$ cat src/hdl/crng_pkg.sv
// shared constants, types and state encoding for the combined lcg shuffle generator
package crng_pkg;

  localparam int TABLE_SIZE = 32;
  localparam int ADDR_W     = (TABLE_SIZE > 1) ? $clog2(TABLE_SIZE) : 1;
  localparam int CNT_W      = $clog2(TABLE_SIZE + 8);
  localparam int Q_W        = $clog2(TABLE_SIZE + 1);

  localparam int VAL_W   = 31;
  localparam int MUL_W   = 16;
  localparam int PROD_W  = VAL_W + MUL_W;
  localparam int FOLD_W  = 8;
  localparam int SUM_W   = 32;
  localparam int RECIP_W = 16;
  localparam int RECIP_SHIFT = 40;

  localparam logic [VAL_W-1:0]  MOD1   = 31'd2147483563;
  localparam logic [VAL_W-1:0]  MOD2   = 31'd2147483399;
  localparam logic [VAL_W-1:0]  MOD1M1 = 31'd2147483562;
  localparam logic [MUL_W-1:0]  MUL1   = 16'd40014;
  localparam logic [MUL_W-1:0]  MUL2   = 16'd40692;
  // 2^31 mod m for each modulus
  localparam logic [FOLD_W-1:0] FOLD1  = 8'd85;
  localparam logic [FOLD_W-1:0] FOLD2  = 8'd249;

  localparam longint SLOT_DIV_L = 64'sd1 + (64'sd2147483562 / TABLE_SIZE);
  localparam logic [SUM_W-1:0]   SLOT_DIV   = SUM_W'(SLOT_DIV_L);
  localparam logic [RECIP_W-1:0] SLOT_RECIP =
    RECIP_W'((longint'(1) << RECIP_SHIFT) / SLOT_DIV_L);

  localparam logic [CNT_W-1:0] SEED_STEPS_M1 = CNT_W'(TABLE_SIZE + 7);

  typedef enum logic {
    GEN_FIRST,
    GEN_SECOND
  } gen_t;

  typedef struct packed {
    logic start;
    gen_t gen;
  } mm_req_t;

  typedef enum logic [2:0] {
    ST_IDLE,
    ST_SEED_RUN,
    ST_SEED_WAIT,
    ST_DRAW_SLOT1,
    ST_DRAW_SLOT2,
    ST_DRAW_READ,
    ST_DRAW_DONE
  } state_t;

endpackage

$ cat src/hdl/crng_ram.sv
// shuffle table storage: one write port, one registered read port
module crng_ram #(
  parameter int DEPTH  = 32,
  parameter int WIDTH  = 31,
  parameter int ADDR_W = 5
) (
  input  logic              clk,
  input  logic              we,
  input  logic [ADDR_W-1:0] waddr,
  input  logic [WIDTH-1:0]  wdata,
  input  logic              re,
  input  logic [ADDR_W-1:0] raddr,
  output logic [WIDTH-1:0]  rdata
);

  logic [WIDTH-1:0] mem [DEPTH];

  always_ff @(posedge clk) begin
    if (we) begin
      mem[waddr] <= wdata;
    end
  end

  always_ff @(posedge clk) begin
    if (re) begin
      rdata <= mem[raddr];
    end
  end

endmodule

$ cat src/hdl/crng_modmul.sv
// three stage constant modular multiply: a*z mod (2^31 - c) by folding the high part
module crng_modmul
  import crng_pkg::*;
(
  input  logic             clk,
  input  logic             rst,
  input  mm_req_t          req,
  input  logic [VAL_W-1:0] z,
  output logic [VAL_W-1:0] result,
  output logic             done
);

  logic              v1;
  logic              v2;
  gen_t              gen1;
  gen_t              gen2;
  logic [PROD_W-1:0] prod;
  logic [SUM_W-1:0]  fold;
  logic [MUL_W-1:0]  mul_sel;
  logic [FOLD_W-1:0] fold_sel;
  logic [VAL_W-1:0]  mod_sel;

  assign mul_sel  = (req.gen == GEN_FIRST) ? MUL1 : MUL2;
  assign fold_sel = (gen1 == GEN_FIRST) ? FOLD1 : FOLD2;
  assign mod_sel  = (gen2 == GEN_FIRST) ? MOD1 : MOD2;

  always_ff @(posedge clk) begin
    if (rst) begin
      v1   <= 1'b0;
      v2   <= 1'b0;
      done <= 1'b0;
    end else begin
      v1 <= req.start;
      v2 <= v1;
      if (req.start) begin
        done <= 1'b0;
      end else if (v2) begin
        done <= 1'b1;
      end
    end
  end

  always_ff @(posedge clk) begin
    if (req.start) begin
      prod <= PROD_W'(z) * PROD_W'(mul_sel);
      gen1 <= req.gen;
    end
    if (v1) begin
      fold <= SUM_W'(prod[PROD_W-1:VAL_W]) * SUM_W'(fold_sel) + SUM_W'(prod[VAL_W-1:0]);
      gen2 <= gen1;
    end
    if (v2) begin
      if (fold >= SUM_W'(mod_sel)) begin
        result <= VAL_W'(fold - SUM_W'(mod_sel));
      end else begin
        result <= fold[VAL_W-1:0];
      end
    end
  end

endmodule

$ cat src/hdl/crng_slot.sv
// table slot from previous output: reciprocal multiply, then one-step correction
module crng_slot
  import crng_pkg::*;
(
  input  logic              clk,
  input  logic              start,
  input  logic [VAL_W-1:0]  x,
  output logic [ADDR_W-1:0] slot
);

  localparam int P_W = VAL_W + RECIP_W;

  logic [P_W-1:0]   prod;
  logic [VAL_W-1:0] x1;
  logic [VAL_W-1:0] x2;
  logic [Q_W-1:0]   q0;
  logic [Q_W-1:0]   q0_est;
  logic [SUM_W-1:0] bound;
  logic [Q_W-1:0]   qsel;

  assign q0_est = Q_W'(prod >> RECIP_SHIFT);

  always_ff @(posedge clk) begin
    if (start) begin
      prod <= P_W'(x) * P_W'(SLOT_RECIP);
      x1   <= x;
    end
    q0    <= q0_est;
    x2    <= x1;
    bound <= (SUM_W'(q0_est) + SUM_W'(1)) * SLOT_DIV;
  end

  always_comb begin
    if (SUM_W'(x2) >= bound) begin
      qsel = q0 + Q_W'(1);
    end else begin
      qsel = q0;
    end
    if (qsel >= Q_W'(TABLE_SIZE)) begin
      slot = ADDR_W'(TABLE_SIZE - 1);
    end else begin
      slot = ADDR_W'(qsel);
    end
  end

endmodule

$ cat src/hdl/combined_lcg_shuffle_rng.sv
// top level: combined lcg pair with a shuffle table, sequencer and output register
// draw: an accepted beat runs the slot, read and done states through the three stage
//   modular multiply pipeline and the table read; no new beat is taken until idle
// reseed: 40 serial first generator steps
// reset: synchronous; the block seeds itself with one while s_tready is low
// the result register lets the next beat in while a result waits
module combined_lcg_shuffle_rng
  import crng_pkg::*;
(
  input  logic        clk,
  input  logic        rst,
  input  logic        s_tvalid,
  output logic        s_tready,
  input  logic [31:0] s_tdata,   // seed_value
  input  logic        s_tuser,   // cmd
  output logic        m_tvalid,
  input  logic        m_tready,
  output logic [31:0] m_tdata    // random_value, zero pad
);

  state_t state;
  state_t state_next;

  logic [VAL_W-1:0]  first;
  logic [VAL_W-1:0]  second;
  logic [VAL_W-1:0]  last;
  logic [CNT_W-1:0]  cnt;
  logic [ADDR_W-1:0] slot_reg;
  logic              out_valid;
  logic [VAL_W-1:0]  out_data;

  logic              accept;
  logic              seed_load;
  logic              seed_step;
  logic              draw_commit;
  logic [VAL_W-1:0]  seed_mag;
  logic [31:0]       seed_neg;

  mm_req_t           mm1_req;
  mm_req_t           mm2_req;
  logic [VAL_W-1:0]  mm1_result;
  logic [VAL_W-1:0]  mm2_result;
  logic              mm1_done;
  logic              mm2_done;

  logic              slot_start;
  logic [ADDR_W-1:0] slot;

  logic              ram_we;
  logic [ADDR_W-1:0] ram_waddr;
  logic [VAL_W-1:0]  ram_wdata;
  logic              ram_re;
  logic [VAL_W-1:0]  ram_rdata;

  logic signed [31:0] diff;
  logic [VAL_W-1:0]   draw_val;

  assign s_tready = (state == ST_IDLE);
  assign accept   = s_tvalid && s_tready;
  assign m_tvalid = out_valid;
  assign m_tdata  = {1'b0, out_data};

  // zero becomes one, negatives their magnitude, most negative saturates
  assign seed_neg = ~s_tdata + 32'd1;
  always_comb begin
    if (s_tdata == 32'd0) begin
      seed_mag = VAL_W'(1);
    end else if (s_tdata[31]) begin
      if (s_tdata == 32'h8000_0000) begin
        seed_mag = {VAL_W{1'b1}};
      end else begin
        seed_mag = seed_neg[VAL_W-1:0];
      end
    end else begin
      seed_mag = s_tdata[VAL_W-1:0];
    end
  end

  assign diff = $signed({1'b0, ram_rdata}) - $signed({1'b0, mm2_result});
  always_comb begin
    if (diff < 32'sd1) begin
      draw_val = VAL_W'(diff + $signed({1'b0, MOD1M1}));
    end else begin
      draw_val = diff[VAL_W-1:0];
    end
  end

  always_ff @(posedge clk) begin
    if (rst) begin
      state <= ST_SEED_RUN;
    end else begin
      state <= state_next;
    end
  end

  always_comb begin
    state_next  = state;
    seed_load   = 1'b0;
    seed_step   = 1'b0;
    draw_commit = 1'b0;
    slot_start  = 1'b0;
    ram_re      = 1'b0;
    mm1_req     = '{start: 1'b0, gen: GEN_FIRST};
    mm2_req     = '{start: 1'b0, gen: GEN_SECOND};
    case (state)
      ST_IDLE: begin
        if (accept) begin
          if (s_tuser) begin
            state_next = ST_DRAW_SLOT1;
          end else begin
            seed_load  = 1'b1;
            state_next = ST_SEED_RUN;
          end
        end
      end
      ST_SEED_RUN: begin
        mm1_req.start = 1'b1;
        state_next    = ST_SEED_WAIT;
      end
      ST_SEED_WAIT: begin
        if (mm1_done) begin
          seed_step = 1'b1;
          if (cnt == '0) begin
            state_next = ST_IDLE;
          end else begin
            state_next = ST_SEED_RUN;
          end
        end
      end
      ST_DRAW_SLOT1: begin
        mm1_req.start = 1'b1;
        mm2_req.start = 1'b1;
        slot_start    = 1'b1;
        state_next    = ST_DRAW_SLOT2;
      end
      ST_DRAW_SLOT2: begin
        state_next = ST_DRAW_READ;
      end
      ST_DRAW_READ: begin
        ram_re     = 1'b1;
        state_next = ST_DRAW_DONE;
      end
      ST_DRAW_DONE: begin
        if (!out_valid || m_tready) begin
          draw_commit = 1'b1;
          state_next  = ST_IDLE;
        end
      end
      default: begin
        state_next = ST_IDLE;
      end
    endcase
  end

  always_comb begin
    ram_we    = 1'b0;
    ram_waddr = slot_reg;
    ram_wdata = mm1_result;
    if (seed_step && (cnt < CNT_W'(TABLE_SIZE))) begin
      ram_we    = 1'b1;
      ram_waddr = cnt[ADDR_W-1:0];
    end else if (draw_commit) begin
      ram_we = 1'b1;
    end
  end

  always_ff @(posedge clk) begin
    if (rst) begin
      first     <= VAL_W'(1);
      second    <= VAL_W'(1);
      cnt       <= SEED_STEPS_M1;
      out_valid <= 1'b0;
    end else begin
      if (seed_load) begin
        first  <= seed_mag;
        second <= seed_mag;
        cnt    <= SEED_STEPS_M1;
      end
      if (seed_step) begin
        first <= mm1_result;
        cnt   <= cnt - CNT_W'(1);
      end
      if (draw_commit) begin
        first  <= mm1_result;
        second <= mm2_result;
      end
      if (draw_commit) begin
        out_valid <= 1'b1;
      end else if (m_tready) begin
        out_valid <= 1'b0;
      end
    end
  end

  always_ff @(posedge clk) begin
    if (seed_step && (cnt == '0)) begin
      last <= mm1_result;
    end
    if (draw_commit) begin
      last     <= draw_val;
      out_data <= draw_val;
    end
    if (ram_re) begin
      slot_reg <= slot;
    end
  end

  crng_modmul u_mm1 (
    .clk    (clk),
    .rst    (rst),
    .req    (mm1_req),
    .z      (first),
    .result (mm1_result),
    .done   (mm1_done)
  );

  crng_modmul u_mm2 (
    .clk    (clk),
    .rst    (rst),
    .req    (mm2_req),
    .z      (second),
    .result (mm2_result),
    .done   (mm2_done)
  );

  crng_slot u_slot (
    .clk   (clk),
    .start (slot_start),
    .x     (last),
    .slot  (slot)
  );

  crng_ram #(
    .DEPTH  (TABLE_SIZE),
    .WIDTH  (VAL_W),
    .ADDR_W (ADDR_W)
  ) u_ram (
    .clk   (clk),
    .we    (ram_we),
    .waddr (ram_waddr),
    .wdata (ram_wdata),
    .re    (ram_re),
    .raddr (slot),
    .rdata (ram_rdata)
  );

`ifndef ASSERT_OFF
  a_draw_units_ready: assert property (@(posedge clk) disable iff (rst)
    (state == ST_DRAW_DONE) |-> (mm1_done && mm2_done))
    else $error("draw result taken before the multiply units finished");

  a_out_range: assert property (@(posedge clk) disable iff (rst)
    (draw_commit) |=> (m_tdata[30:0] != 31'd0 && m_tdata[30:0] <= MOD1M1))
    else $error("result outside 1..m1-1");

  a_seed_end: assert property (@(posedge clk) disable iff (rst)
    (seed_step && cnt == '0) |=> (state == ST_IDLE))
    else $error("reseed did not finish after the last step");

  a_one_write: assert property (@(posedge clk) disable iff (rst)
    !(seed_step && draw_commit))
    else $error("reseed and draw wrote the table together");
`endif

endmodule
$ cat config.mk
export PLATFORM = sky130hd
export DESIGN_NAME = combined_lcg_shuffle_rng
export DESIGN_NICKNAME = d
export VERILOG_FILES = /design/src/hdl/crng_pkg.sv /design/src/hdl/crng_ram.sv /design/src/hdl/crng_modmul.sv /design/src/hdl/crng_slot.sv /design/src/hdl/combined_lcg_shuffle_rng.sv
export SDC_FILE = /design/constraint.sdc
export NUM_CORES = 2
export LEC_CHECK = 0
export ABC_AREA = 1
export ABC_CLOCK_PERIOD_IN_PS = 9100
export BUFFER_PORTS_ARGS = -buffer_cell sky130_fd_sc_hd__buf_2
export CAP_MARGIN = 10
export CORE_MARGIN = 1
export CORE_UTILIZATION = 38
export CTS_CLUSTER_DIAMETER = 200
export CTS_CLUSTER_SIZE = 24
export DETAILED_ROUTE_END_ITERATION = 12
export HOLD_SLACK_MARGIN = 0.1
export PLACE_DENSITY = 0.54
export SETUP_SLACK_MARGIN = 0.02
export SYNTH_ARGS = -nofsm -noshare
export SYNTH_HDL_FRONTEND = slang
export SYNTH_SLANG_ARGS = --single-unit
$ cat constraint.sdc
create_clock -name clk -period 9.1 [get_ports clk]
set_input_delay 1.82 -clock clk [delete_from_list [all_inputs] [get_ports clk]]
set_output_delay 1.82 -clock clk [all_outputs]
set_load 0.05 [all_outputs]
* Word-level counts from Yosys, hierarchy flattened
Memories as Yosys holds them, arrays and structs flattened. A register that Yosys moved wholly into a read port is not among the register bits.
Index checks and enable logic that the tools add are counted.
** Storage, ports and cells
- Register bits after elaboration :: 459
- Memory bits (writable) :: 992
- Input bits :: 37
- Word-level logic and storage cells :: 111
- Memories :: 1
** Cells by class
- Add/sub/neg operators :: 10
- Multipliers :: 5
- $lt $le $gt $ge :: 6
- Equal/unequal tests :: 10
- Multiplexer cells :: 39
- Bitwise gates (word level) :: 1
- Reductions and logical operators :: 16
** Memories
- u_ram.mem :: words 32, bits a word 31, read ports 1, clocked after memory_dff 1, wr ports 1, line crng_ram.sv:16 : logic [WIDTH-1:0] mem [DEPTH];
** Operators by type and width (count)
- $mux W31 :: 12
- $add A24 B31 Y32 :: 2
- $ge A32 B31 Y1 const B :: 2
- $sub A31 B31 Y31 const B :: 2
- $mul A31 B15 Y46 const B :: 1
- $mul A31 B14 Y45 const B :: 1
- $eq A32 B32 Y1 const B :: 1
- $ge A31 B32 Y1 :: 1
- $logic_not A32 Y1 :: 1
- $lt A32 B2 Y1 const B :: 1
- $mul A32 B25 Y31 const B :: 1
- $sub A31 B31 Y32 :: 1
- $add A31 B1 Y31 const B :: 1
- $add A31 B8 Y31 const B :: 1
- $not A31 Y31 :: 1
- $mul A16 B8 Y24 const B :: 1
- $mul A16 B7 Y23 const B :: 1
- $pmux W3 S7 :: 1
- $mux W6 :: 3
- $mux W1 :: 17
- $add A5 B1 Y6 const B :: 2
- $mux W5 :: 2
- $eq A3 B3 Y1 const B :: 3
- $mux W3 :: 3
- 17 further kinds :: 25

* Longest topological paths before layout
- Word-level depth :: 8
- Depth in mapped cells :: 26

* Hierarchy
A second synthesis with hierarchy kept.
** Second synthesis, totals
- Cell total of the unflattened synthesis :: 10794
- Area total of the unflattened synthesis :: 99793.2 um^2
** By module, submodules not included
- crng_ram :: instances 1, cells an instance 3426, area an instance 40990.6 um^2, sequential area each 30719.5 um^2
- crng_modmul (u_mm2) :: instances 1, cells an instance 2655, area an instance 21992.3 um^2, sequential area each 3393.3 um^2
- crng_modmul (u_mm1) :: instances 1, cells an instance 2594, area an instance 21700.8 um^2, sequential area each 3393.3 um^2
- combined_lcg_shuffle_rng :: instances 1, cells an instance 1662, area an instance 10431.3 um^2, sequential area each 3453.3 um^2
- crng_slot :: instances 1, cells an instance 457, area an instance 4678.2 um^2, sequential area each 2152.1 um^2

* Least setup slack after synthesis
OpenSTA, ideal clock, no wires.
- Kind :: reg2reg
- Start point :: register state[0]
- End point :: register u_mm2.prod[10] (enable)
- Setup time :: 512 ps
- Arrival :: 5980 ps
- Path slack :: 2608 ps
- Cell stages (with the launch flop) :: 5
- Path buffers :: 0
- Clock period less this slack :: 6492 ps
- Cell sequence :: dfxtp_1 inv_1 nor2_1 inv_1 nor2_1
** On the way
- Longest elaborated chain between the ends :: 2
** RTL lines
- from (decl) :: line combined_lcg_shuffle_rng.sv:21 : state_t state;
- from (signal assigned) :: line combined_lcg_shuffle_rng.sv:92 : state <= state_next;
- $eq A3 B2 Y1
- $mux W1
- net slot_start :: line combined_lcg_shuffle_rng.sv:46 : logic slot_start;
- to (signal assigned) :: line crng_modmul.sv:45 : prod <= PROD_W'(z) * PROD_W'(mul_sel);
- to (decl) :: line crng_modmul.sv:17 : logic [PROD_W-1:0] prod;
The timed path passes the listed nets, and every way through them passes these cells.
A chain may end at the register's enable or synchronous reset.

* Worst setup path in the final report
- Start point :: register second[10]
- End point :: register u_mm2.prod[31], data pin
** On the way
- Longest elaborated chain between the ends :: 1
** RTL lines
- from (decl) :: line combined_lcg_shuffle_rng.sv:25 : logic [VAL_W-1:0] second;
- from (signal assigned) :: line combined_lcg_shuffle_rng.sv:176 : second <= seed_mag;
- from (signal assigned) :: line combined_lcg_shuffle_rng.sv:185 : second <= mm2_result;
- $mul A31 B14 Y45 :: line crng_modmul.sv:45
No other way between the ends.

==> qor.csv <==
metric;value;unit
final wirelength;256000;um
max reg flops;992;
PD cells;375;nW/um2
final period utilization;68.7;%
Clock power frac;10.4;%
Post-CTS Setup Inserts;0;
hold slack;348;ps
most common cell after layout, fill and taps aside;nand2_1;
Post-synth EDFFs;1338;
Clock Tree Root;clkbuf_16;
Async S/R FF share, synth;0;%
Final WS setup;2850;ps
max cap viols;0;
antenna viol nets, final;0;
Syn Inst Count;9255;
ys flop type;edfxtp_1;
vias per cell;5.02;
post-CTS sizing;0;
average cell area after synthesis;9.60;um2
Placement Setup Slack;2860;ps
area grow syn2layout;6.87;%
Largest Register;u_ram.mem;
Final Hold Viols;0;
WP data required;9620;ps
Pleak;43.1;nW
Reg power frac;26.7;%
Int Power;18.4;mW
Synth top area share;45.2;%
initial antenna violation count;11;
Die Y;486;um
sequential-to-total area share from yosys stat;48.3;%
Clk pin slew, worst setup/hold paths;110;ps
standard-cell rows;177;
Max Slew Vio Count;0;
Worst EP arrival;6770;ps
synth top area cells;edfxtp_1 45%, fa_1 10%, nand2_1 9.7%;
Logic pwr share;62.9;%
Worst Tran Pin Value;1120;ps
Mapped Area;88800;um2
fin crit period;6250;ps
Crit Path Max Fanout;8;
crit end category;flop;
starting density of the core;38.2;%
Worst Setup Start Kind;flop;
critical path type;reg -> reg;
hold buffers post-CTS;0;
clk sinks;1476;
Buffers on Ports;69;
vias in the first global route;61500;
Iteration-0 DRC Markers;4481;
max frequency;160;MHz
H-tree levels;3;
first-pass GRT wire length;386000;um
R2R setup slack;2850;ps
# DRC;0;
WL/cell;20.9;um
switching power total;17.3;mW
total vias in the final route;61800;
CTS tree;done;
YS warnings;0;
Sw Share;48.5;%
Die ar.;236000;um2
Core ar.;233000;um2
final setup vio count;0;
clk_lat worst skew;770;ps
Setup Skew;70.2;ps
share of cells above drive strength 1;4.28;%
largest area contributor in the netlist;edfxtp_1;
HPWL Detailed;176000;um
outcome;completed;
GPL Wtd Cong;0.897;
io pins;71;
unrepaired setup endpoints after global routing;no;
maximum VDD drop;0.000598;V
Chip Width;486;um
CTS buffer count;71;
most frequent cells in the layout;2284 x nand2_1, 1756 x inv_1, 1338 x edfxtp_1;
Yosys reg bits;1476;
largest net degree at the start of global routing;176;
GRT overflow;0;
top flop regs;u_ram.mem: 992 flops, u_mm1.prod: 46 flops, u_mm2.prod: 45 flops;
DRT Pass-1 Iters;8;
nets;10300;
fin util;40.8;%
All-Layer GR Usage;21.7;%
Max Buffers Root-to-Sink;3;
Slew headroom;25.2;%
setup TNS;0;ps
Synthesized Nets;10300;
worst hold path type;reg -> reg;
Cell variety after synth;61;
## worst paths after layout
kind,start,end,depth (start not counted)
worst min-delay path,u_slot.x1[14],u_slot.x2[14],0
worst max-delay path,second[10],u_mm2.prod[31],23
worst max register to register,second[10],u_mm2.prod[31],23
worst min register to register,u_slot.x1[14],u_slot.x2[14],0
## layer usage
| metal | routed length (um) | up-vias | part of all wire (%) | track usage [%] |
|---|---|---|---|---|
| met3 | 11200 | 259 | 4.4 | 2.14 |
| met4 | 6180 | 0 | 2.4 | 5.39 |
| met5 | 0 | - | 0 | 0 |
| met1 | 114000 | 30400 | 44 | 29.0 |
| li1 | - | 29700 | - | - |
| met2 | 125000 | 1417 | 49 | 37.7 |
## synthesized netlist by cell type, types with 5 or more instances
| cell | count |
|---|---|
| nor2_2 | 12 |
| o221ai_1 | 8 |
| inv_1 | 1757 |
| dfxtp_1 | 138 |
| o21a_1 | 12 |
| or2_2 | 7 |
| nor2_1 | 332 |
| buf_2 | 107 |
| o31ai_1 | 6 |
| xor2_1 | 160 |
| and2_1 | 6 |
| edfxtp_1 | 1338 |
| inv_2 | 18 |
| nand3_1 | 1060 |
| ha_1 | 557 |
| xnor2_1 | 92 |
| clkbuf_1 | 134 |
| nor3_1 | 48 |
| a21oi_1 | 257 |
| nand2_2 | 21 |
| buf_4 | 12 |
| a22oi_1 | 13 |
| nand3_2 | 8 |
| nand2_1 | 2287 |
| o21ai_2 | 13 |
| fa_1 | 449 |
| o21ai_0 | 150 |
| a211oi_1 | 5 |
| o21ai_1 | 11 |
| nor2_4 | 5 |
| buf_1 | 23 |
| o211ai_1 | 12 |
| a21o_1 | 17 |
| a31oi_1 | 62 |
| nand4_1 | 41 |
| o21bai_1 | 5 |
| nor4_1 | 13 |
## kinds of logic (layout without fill, tap and decap cells)
kind of cell,after synthesis,count (layout),share of synthesized area [%]
adder cells (fa/ha/maj),1006,1006,18.0
flip-flops,1476,1476,48.3
buffers and inverters,2059,2048,8.96
AO/OA/AOI/OAI,596,596,3.83
multiplexers,1,1,0.0127
other,1,5,0.00422
XOR/XNOR,254,254,2.52
AND/OR/NAND/NOR,3862,3862,18.4
## stage by stage
stage                     cells  total power, mW  instance area (um2)
after floorplan            9255             25.8                88800
after global placement    12200             32.1                92900
after detailed placement  12200             32.2                92900
after CTS                 12300             36.0                94900
after global routing      12300             39.1                94900
final                     12300             35.7                94900
## power by group through the flow
stage | combinational [mW] | sequential (mW) | clock [mW]
3_3_place_gp | 22.4 | 9.67 | 0
3_5_place_dp | 22.5 | 9.68 | 0
4_1_cts | 22.7 | 9.52 | 3.82
6_report | 22.4 | 9.51 | 3.72
5_1_grt | 25.5 | 9.57 | 4.01
2_1_floorplan | 16.2 | 9.60 | 0
## worst max-delay path, cell delays in order (launching register included)
cell and delay (ps):
dfxtp_1 750, fa_1 560, ha_1 300, inv_1 50, fa_1 500, inv_1 60
fa_1 480, fa_1 490, inv_1 50, fa_1 480, inv_1 40, ha_1 350
a21oi_1 210, nor2_1 60, nor2_1 170, nand2_1 80, a31oi_1 320, o21ai_0 250
a21boi_0 310, o21ai_0 190, nand4_1 120, nand2_1 70, nand2_1 70, nand2_1 50
## area by class of cell
cell class              count  area, um2
well taps                3043       3810
repair buffers            171       1200
flip-flops and latches   1476      42900
diodes                      4       10.0
inverters                1778       6690
fillers                 22800     138000
clock buffers              91       1870
clock inverters             8        140
multi-input cells        5720      38300
No activity file was read; power rests on OpenSTA's default activity.
